`config.mk`:
```
export PLATFORM = sky130hd
export DESIGN_NAME = first_fit_interval_slot_allocator
export DESIGN_NICKNAME = d
export VERILOG_FILES = /design/src/design/ffisa_pkg.sv /design/src/design/ffisa_pick.sv /design/src/design/first_fit_interval_slot_allocator.sv
export SDC_FILE = /design/constraint.sdc
export NUM_CORES = 1
export LEC_CHECK = 0
export BUFFER_PORTS_ARGS = -buffer_cell sky130_fd_sc_hd__buf_2
export CORE_UTILIZATION = 55
export DETAILED_ROUTE_END_ITERATION = 10
export PLACE_DENSITY = 0.82
export SYNTH_ARGS = -nofsm -noshare
export SYNTH_HDL_FRONTEND = slang
export SYNTH_SLANG_ARGS = --single-unit
```
`constraint.sdc`:
```
create_clock -name clock -period 5.05 [get_ports clock]
set_clock_uncertainty 0.1 [all_clocks]
set_input_delay 0.7575 -clock clock [delete_from_list [all_inputs] [get_ports clock]]
set_output_delay 0.7575 -clock clock [all_outputs]
set_load 0.05 [all_outputs]
```
`src/design/ffisa_pkg.sv`:
```
// ----------------------------------------------------------------------------
// ffisa_pkg: shared types and constants of the first-fit slot allocator
// Holds the request and response word layouts, the slot count and the
// widths derived from it, and the record passed from the slot picker.
// ----------------------------------------------------------------------------
package ffisa_pkg;

   // Number of slots that can be opened.
   localparam int MAX_SLOTS = 10;

   // Field widths fixed by the word layouts.
   localparam int START_W  = 17;
   localparam int LENGTH_W = 14;
   localparam int SLOT_W   = 4;

   // A finish time holds start plus length without wrapping.
   localparam int FINISH_W = 18;

   // The open count runs from zero up to and including MAX_SLOTS.
   localparam int COUNT_W = $clog2(MAX_SLOTS + 1);

   typedef logic [FINISH_W-1:0] finish_type;
   typedef logic [COUNT_W-1:0]  count_type;
   typedef logic [SLOT_W-1:0]   slot_type;

   // Request word: one interval to place.
   typedef struct packed {
      logic [START_W-1:0]  start_minute;
      logic [LENGTH_W-1:0] length_minutes;
   } req_word_type;

   // Response word: the outcome for one request.
   typedef struct packed {
      logic     granted;
      slot_type slot_index;
      logic     opened_new;
   } rsp_word_type;

   // Decision from the slot picker.
   typedef struct packed {
      logic     reuse;  // an opened slot is free
      logic     fresh;  // no opened slot is free and a new one can be opened
      slot_type pick;   // slot that takes the request
   } pick_type;

endpackage

```
`src/design/ffisa_pick.sv`:
```
// ----------------------------------------------------------------------------
// ffisa_pick: first-fit slot picker
// Compares the start time with the finish time of every opened slot in
// parallel and priority-encodes the lowest free one; falls back to the next
// unused slot while there is room.
// ----------------------------------------------------------------------------
module ffisa_pick (
   input  ffisa_pkg::finish_type [ffisa_pkg::MAX_SLOTS-1:0] slot_finish,
   input  ffisa_pkg::count_type                             open_count,
   input  logic [ffisa_pkg::START_W-1:0]                    start_minute,
   output ffisa_pkg::pick_type                              decision
);

   logic [ffisa_pkg::MAX_SLOTS-1:0] free;
   ffisa_pkg::finish_type           start_ext;
   ffisa_pkg::slot_type             low_free;

   assign start_ext = ffisa_pkg::finish_type'(start_minute);

   // A slot is free when it is opened and its finish time is not after the start.
   always_comb begin
      for (int i = 0; i < ffisa_pkg::MAX_SLOTS; i++) begin
         free[i] = (ffisa_pkg::count_type'(i) < open_count) && (slot_finish[i] <= start_ext);
      end
   end

   // Priority encoder: the lowest-numbered free slot wins.
   always_comb begin
      low_free = '0;
      for (int i = ffisa_pkg::MAX_SLOTS - 1; i >= 0; i--) begin
         if (free[i]) begin
            low_free = ffisa_pkg::slot_type'(i);
         end
      end
   end

   // Reuse a free slot, else open the next one if the table is not full.
   always_comb begin
      decision.reuse = |free;
      decision.fresh = !(|free) &&
                       (open_count < ffisa_pkg::count_type'(ffisa_pkg::MAX_SLOTS));
      if (|free) begin
         decision.pick = low_free;
      end else begin
         decision.pick = ffisa_pkg::slot_type'(open_count);
      end
   end

endmodule

```
`src/design/first_fit_interval_slot_allocator.sv`:
```
// ----------------------------------------------------------------------------
// first_fit_interval_slot_allocator: first-fit interval slot allocator
// Places each requested interval in the lowest-numbered opened slot that is
// free at its start time, opening a new slot when none is free.
// ----------------------------------------------------------------------------
// The block takes one request word per clock cycle while req_stall is low
// and returns one response word per request, in order. A request is
// captured in an input register, decided from it by the slot picker and
// the finish-time adder, and its response is shown from the output
// register. It keeps one word per cycle while not stalled, through the
// parallel finish-time compares, the priority encoder and the finish-time
// adder over the slot registers. A response that is stalled does not stop
// the input register from taking one more request. After reset all slots
// are closed with finish time zero.
module first_fit_interval_slot_allocator (
   input  logic                    clock,
   input  logic                    reset,
   input  logic                    req_valid,
   output logic                    req_stall,
   input  ffisa_pkg::req_word_type req_word,
   output logic                    rsp_valid,
   input  logic                    rsp_stall,
   output ffisa_pkg::rsp_word_type rsp_word
);

   logic                    in_valid_ff;
   ffisa_pkg::req_word_type in_word_ff;
   logic                    out_valid_ff;
   ffisa_pkg::rsp_word_type out_word_ff;
   ffisa_pkg::rsp_word_type out_word_in;

   ffisa_pkg::finish_type [ffisa_pkg::MAX_SLOTS-1:0] slot_finish_ff;
   ffisa_pkg::finish_type [ffisa_pkg::MAX_SLOTS-1:0] slot_finish_in;
   ffisa_pkg::count_type                             open_count_ff;
   ffisa_pkg::count_type                             open_count_in;

   ffisa_pkg::pick_type   decision;
   ffisa_pkg::finish_type end_minute;
   logic                  advance;
   logic                  granted;

   // The held request moves on when the output register is empty or drains.
   assign advance   = in_valid_ff && (!out_valid_ff || !rsp_stall);
   assign req_stall = in_valid_ff && !advance;

   // Input register.
   always_ff @(posedge clock) begin
      if (reset) begin
         in_valid_ff <= 1'b0;
      end else if (!req_stall) begin
         in_valid_ff <= req_valid;
      end
      if (req_valid && !req_stall) begin
         in_word_ff <= req_word;
      end
   end

   ffisa_pick u_pick (
      .slot_finish  (slot_finish_ff),
      .open_count   (open_count_ff),
      .start_minute (in_word_ff.start_minute),
      .decision     (decision)
   );

   // Candidate finish time of the request.
   assign end_minute = ffisa_pkg::finish_type'(in_word_ff.start_minute) +
                       ffisa_pkg::finish_type'(in_word_ff.length_minutes);
   assign granted    = decision.reuse || decision.fresh;

   // Next slot state: the chosen slot keeps the later of its finish times.
   always_comb begin
      slot_finish_in = slot_finish_ff;
      open_count_in  = open_count_ff;
      if (advance && granted) begin
         for (int i = 0; i < ffisa_pkg::MAX_SLOTS; i++) begin
            if ((decision.pick == ffisa_pkg::slot_type'(i)) &&
                (end_minute > slot_finish_ff[i])) begin
               slot_finish_in[i] = end_minute;
            end
         end
      end
      if (advance && decision.fresh) begin
         open_count_in = open_count_ff + ffisa_pkg::count_type'(1);
      end
   end

   // Slot state registers.
   always_ff @(posedge clock) begin
      if (reset) begin
         slot_finish_ff <= '0;
         open_count_ff  <= '0;
      end else begin
         slot_finish_ff <= slot_finish_in;
         open_count_ff  <= open_count_in;
      end
   end

   // Response word; a rejected request reports slot zero.
   always_comb begin
      out_word_in.granted    = granted;
      out_word_in.slot_index = granted ? decision.pick : '0;
      out_word_in.opened_new = decision.fresh;
   end

   // Output register.
   always_ff @(posedge clock) begin
      if (reset) begin
         out_valid_ff <= 1'b0;
      end else if (advance) begin
         out_valid_ff <= 1'b1;
      end else if (!rsp_stall) begin
         out_valid_ff <= 1'b0;
      end
      if (advance) begin
         out_word_ff <= out_word_in;
      end
   end

   assign rsp_valid = out_valid_ff;
   assign rsp_word  = out_word_ff;

endmodule

```
Word-level counts from Yosys, hierarchy flattened
Index checks and enable logic that the tools add are counted.
{"block": "word_totals", "in_bits": 35, "word_cells": 119, "ff_bits": 223, "out_inout_bits": 8}
{"block": "classes", "magnitude_cmp": 31, "reduce_logical": 45, "n_mux": 13, "eq_ne": 10, "n_addsub": 2}
{"cell": "greater-than comparator 18 bit", "n": 10}
{"cell": "less-or-equal comparator 18 x 17 -> 1 bit", "n": 10}
{"cell": "2-to-1 mux 4 bit", "n": 11}
{"cell": "logical AND 1 bit", "n": 26}
{"cell": "AND reduction 2 bit", "n": 10}
{"cell": "adder 17 x 14 -> 18 bit", "n": 1}
{"cell": "equality test 4 x 3 -> 1 bit (second input constant)", "n": 4}
{"cell": "< comparator 3 x 4 -> 1 bit (first input constant)", "n": 4}
{"cell": "OR reduction 10 bit", "n": 1}
{"cell": "equality test 4 x 2 -> 1 bit (second input constant)", "n": 2}
{"cell": "equality test 4 bit (second input constant)", "n": 2}
{"cell": "< comparator 1 x 4 -> 1 bit (first input constant)", "n": 2}
{"cell": "< comparator 2 x 4 -> 1 bit (first input constant)", "n": 2}
{"cell": "< comparator 4 bit (first input constant)", "n": 2}
{"cell": "logical NOT 1 bit", "n": 5}
{"cell": "adder 4 x 1 -> 4 bit (second input constant)", "n": 1}
{"cell": "equality test 4 x 1 -> 1 bit (second input constant)", "n": 1}
{"cell": "logical NOT 4 bit", "n": 1}
{"cell": "< comparator 4 bit (second input constant)", "n": 1}
{"cell": "logical OR 1 bit", "n": 2}
{"cell": "2-to-1 mux 1 bit", "n": 2}
{"cell": "!= test 2 x 1 -> 1 bit (second input constant)", "n": 1}

Depth between registers and ports, before layout
{"block": "depth", "depth_word": 16, "mapped_depth": 20, "depth_no_buf": 18}

By module
From an unflattened synthesis, not the netlist that was laid out.
{"block": "unflattened", "hier_cells": 1958, "hier_area_um2": 17322.9}
{"mod": "first_fit_interval_slot_allocator", "cells_each": 1438, "seq_area_each_um2": 4834.6, "area_per_inst_um2": 13165.1, "instances": 1}
{"mod": "ffisa_pick", "cells_each": 520, "seq_area_each_um2": 0.0, "area_per_inst_um2": 4157.7, "instances": 1}

Worst setup path after synthesis
Ideal clock, no wire load.
{"block": "synth_timing", "path_type": "flip-flop to flip-flop", "from": "reg in_word_ff[14] (netlist bit)", "to": "reg slot_finish_ff[100] (netlist bit)", "synth_period_minus_slack_ps": 4677, "t_required_ps": 4878, "path_buffers": 2, "setup_ps": 72, "setup_slack_ps": 373, "path_stages_with_launch": 19, "t_arrival_ps": 4505, "path_cell_list": "edfxtp_1 -> ha_1 -> fa_1 -> a21o_1 -> a21oi_1 -> o21bai_1 -> nand4_1 -> a31oi_1 -> xor2_1 -> ha_1 -> a21o_1 -> a221o_1 -> a211o_1 -> o2111ai_1 -> a21oi_1 -> nand4_1 -> buf_2 -> buf_2 -> mux2i_1"}
{"block": "synth_via", "elab_cells_between_ends": 41, "classes_between": "1 x add/sub; 11 x order compare; 1 x eq/ne; 11 x mux; 17 x reduce/logical"}
{"item": "start, declared", "line_no": "first_fit_interval_slot_allocator.sv:27", "text": "ffisa_pkg::req_word_type in_word_ff;"}
{"item": "start signal, assigned", "line_no": "first_fit_interval_slot_allocator.sv:54", "text": "in_word_ff <= req_word;"}
{"item": "adder 17 x 14 -> 18 bit", "line_no": "first_fit_interval_slot_allocator.sv:66", "text": "assign end_minute = ffisa_pkg::finish_type'(in_word_ff.start_minute) +"}
{"item": "net end_minute[12]", "line_no": "first_fit_interval_slot_allocator.sv:38", "text": "ffisa_pkg::finish_type end_minute;"}
{"item": "greater-than comparator 18 bit", "line_no": "first_fit_interval_slot_allocator.sv:77", "text": "(end_minute > slot_finish_ff[i])) begin"}
{"item": "logical AND 1 bit", "line_no": "first_fit_interval_slot_allocator.sv:76", "text": "if ((decision.pick == ffisa_pkg::slot_type'(i)) &&"}
{"item": "AND reduction 2 bit (no source line)"}
{"item": "end signal, assigned", "line_no": "first_fit_interval_slot_allocator.sv:93", "text": "slot_finish_ff <= slot_finish_in;"}
{"item": "end, declared", "line_no": "first_fit_interval_slot_allocator.sv:32", "text": "ffisa_pkg::finish_type [ffisa_pkg::MAX_SLOTS-1:0] slot_finish_ff;"}
The timed path passes the listed nets, and every way through them passes these cells.
A chain may end at the register's enable or synchronous reset.

Final worst setup path
{"block": "layout_timing", "from": "reg in_word_ff[28] (netlist bit)", "to": "reg slot_finish_ff[117] (netlist bit)"}
{"block": "layout_via", "elab_chain_len": 16, "elab_cells_between_ends": 41, "classes_between": "1 x add/sub; 11 x order compare; 1 x eq/ne; 11 x mux; 17 x reduce/logical"}
{"item": "less-or-equal comparator 18 x 17 -> 1 bit", "line_no": "ffisa_pick.sv:23", "text": "free[i] = (ffisa_pkg::count_type'(i) < open_count) && (slot_finish[i] <= start_ext);"}
{"item": "logical AND 1 bit", "line_no": "ffisa_pick.sv:23"}
{"item": "2-to-1 mux 4 bit (10 in series)", "line_no": "ffisa_pick.sv:31", "text": "if (free[i]) begin"}
{"item": "2-to-1 mux 4 bit", "line_no": "ffisa_pick.sv:42", "text": "if (|free) begin"}
{"item": "equality test 4 x 3 -> 1 bit", "line_no": "first_fit_interval_slot_allocator.sv:76"}
{"item": "logical AND 1 bit", "line_no": "first_fit_interval_slot_allocator.sv:76"}
{"item": "AND reduction 2 bit (no source line) (*)"}
Mark *: on every way between the ends. The rest lies on a longest branch, timed or not.

==> results.md <==
- Status: finished clean
- Top FF cell, synth: dfxtp_1
- Average vias per placed instance: 6.321
- ANT nets after route: 0
- Total Nets Final: 2,420
- Most common cell in the netlist: ha_1
- Max-Cap Viols: 0
- Full die area: 32,900 um^2
- Relative slew margins: 0.2844
- WHS Path Cells: 1
- Warnings, synthesis: 0
- CTS resizes: 0
- Post-Syn Area per Cell: 9.178 um^2
- Port Buffers: 42
- Starting Density: 0.5593
- WL/cell: 23.30 um
- Clock root buffer: clkbuf_16
- Final TNS setup: 0 ps
- Pwr dens: 277.1 nW/um^2
- Hold Path End: in_word_ff[27]$_DFFE_PP_
- Clk Latency, worst-skew pair: 570 ps
- Max H-tree Level: 1
- Max Slew Vio Count: 0
- Min-delay worst type: in -> reg
- Ys async rst share: 0
- VDD IR max: 0.2877 mV
- Sw Pwr: 1.846 mW
- Final worst path period need: 4829 ps
- Post-CTS setup buffer count: 0
- #FFs+latches synth: 223
- Initial antenna violation count: 0
- Post-synth EDFFs: 37
- CTS tree: built
- Standard-cell row count: 65
- Final cell count without fillers: 2,440
- Clock power share: 0.358
- Antenna cells: 0
- Post-synth top area share: 0.2588
- Highest clock rate: 207.1 MHz
- First-pass GRT wire length: 86.91 mm
- Arrival time at the worst endpoint: 5130 ps
- Switch share: 0.3387
- Hold Startpoint: req_word[27]
- Critical Path Source: in_word_ff[28]$_DFFE_PP_
- Design Area, Final: 19,670 um^2
- First-pass detailed-route iteration total: 5
- Initial DRC count: 1,268
- Final Setup Violations: 0
- Register area share after synthesis: 0.2732
- FF-to-FF Start: in_word_ff[28]$_DFFE_PP_
- Die Width: 181.4 um
- Vias in the first global route: 15,830
- Post-CTS Hold Buffers: 0
- R2R cell count: 12
- Core area: 31,640 um^2
- Total CTS buffers: 26
- Synth Cell Area: 17,700 um^2
- Area grow syn2layout: 11.15%
- DRC: 0
- Cell count after synthesis: 1,928
- Worst-case clock buffer depth: 3
- Synth cell types: 67
- RSZ-0062 raised after global routing: false
- Crit share post-route: 0.9562
- Via count: 15,420
- R2r setup slk: 220 ps
- Capture point of the worst reg-to-reg path: slot_finish_ff[117]$_SDFFE_PP0P_
- Routed WL: 56.85 mm
- Vert. Die Dim: 181.4 um
- Crit Path Max Fanout: 11
- Area contributors post-synth: ha_1 (26%), dfxtp_1 (21%), mux2i_1 (10%)
- Final hold slack: 267.6 ps
- Reg clk slew, reported paths: 60 ps
- Kind of critical path: reg -> reg
- Crit path required time: 5350 ps
- CP endpoint kind: register
- Fin. Hold Viols: 0
- Top cells by count, synth: ha_1 (366), inv_1 (219), nand2b_1 (208)
- CP Launch Type: register
- Pleak: 9.214 nW
- Placed Instances: 2,392
- Largest net degree at the start of global routing: 109
- Comb power frac: 0.298
- Gr ovfl total: 0
- Power Internal: 3.605 mW
- GR Util All Layers: 0.3456
- Worst-Margin Slew: 1070 ps
- Area after DPL: 18,760 um^2
- HPWL Detailed: 42.98 mm
- Post-synth net total: 2,330
- Layout cell share with drive strength beyond 1: 0.08881
- CTS Sinks: 223
- Routability congestion estimate: 1.034
- Cell taking the most area after synthesis: ha_1
- Sequential power share: 0.344
- I/O pin cnt: 43
how the worst max path moves through the flow:
| stage | endpoint | cells after the start |
|---|---|---|
| 5_1_grt | slot_finish_ff[117]$_SDFFE_PP0P_ | 18 |
| 4_1_cts | slot_finish_ff[92]$_SDFFE_PP0P_ | 19 |
| 3_5_place_dp | slot_finish_ff[92]$_SDFFE_PP0P_ | 19 |
| 6_report | slot_finish_ff[117]$_SDFFE_PP0P_ | 12 |
| 2_1_floorplan | slot_finish_ff[100]$_SDFFE_PP0P_ | 18 |
| 3_3_place_gp | slot_finish_ff[94]$_SDFFE_PP0P_ | 19 |
power by group through the flow:
stage | registers (mW) | clock network [mW] | logic [mW]
floorplan | 1.92 | 0 | 0.947
global placement | 1.91 | 0 | 1.50
detailed placement | 1.91 | 0 | 1.56
CTS | 1.88 | 1.97 | 1.57
global route | 1.88 | 2.02 | 1.75
finish | 1.88 | 1.95 | 1.62
cells by family (layout without fill, tap and decap cells):
group | after synthesis | count (layout) | share of synthesized area
simple gates | 537 | 537 | 0.1734
fa+ha+maj | 367 | 367 | 0.2599
compound gates | 322 | 322 | 0.1183
buf+inv | 282 | 392 | 0.06484
flops | 223 | 223 | 0.2732
mux | 182 | 182 | 0.1029
xor+xnor | 15 | 15 | 0.007424
stage by stage:
stage | setup slack (ps) | util | total power, mW
floorplan | 373.2 | - | 2.865
global placement | 255.2 | 0.5928 | 3.412
detailed placement | 67.64 | 0.5928 | 3.471
CTS | 10.31 | 0.6200 | 5.409
global route | 31.14 | 0.6217 | 5.655
finish | 221.3 | 0.6217 | 5.451
state kept, by name, indices dropped and copies added (netlist names):
signal and cells:
rsp_valid 1, slot_finish_ff 180, open_count_ff 4, rsp_word 6
in_valid_ff 1, in_word_ff 31
metal layers:
metal | track usage | vias to the layer above | wire (um)
met5 | 0 | - | 0
met4 | 0.2597 | 0 | 4741
met3 | 0.05315 | 244 | 3810
met2 | 0.5723 | 668 | 25970
met1 | 0.4050 | 7425 | 22330
li1 | - | 7087 | -
placed cells by master, fill, tap and decap left out, types with 29 or more instances in the layout:
master and instances:
mux2i_1 182, edfxtp_1 37, nand4_1 63, nand2b_1 208, a21o_1 44, a21oi_1 82
nand3_1 29, inv_1 219, dfxtp_1 186, ha_1 366, buf_2 41, buf_4 81
nand2_1 47, nor2_1 76, o21a_1 31, o21ai_0 67
final cells by class:
class | instances | area (um^2)
inverter | 219 | 822.0
fill | 2642 | 11970
sequential | 223 | 4835
tap | 402 | 503.0
multi-input combinational | 1423 | 11780
clock inverter | 14 | 157.7
timing repair buffer | 125 | 873.3
clock buffer | 34 | 700.7
critical path, stage by stage (launching register included):
cell,delay [ps]
edfxtp_1,480
inv_1,200
ha_1,330
nand4_1,250
nor3_1,420
a21oi_1,120
o32ai_1,880
or3b_1,320
a21oi_1,120
or3_1,460
or4_1,570
buf_4,250
mux2i_1,140
Power figures use the tool's default switching activity.
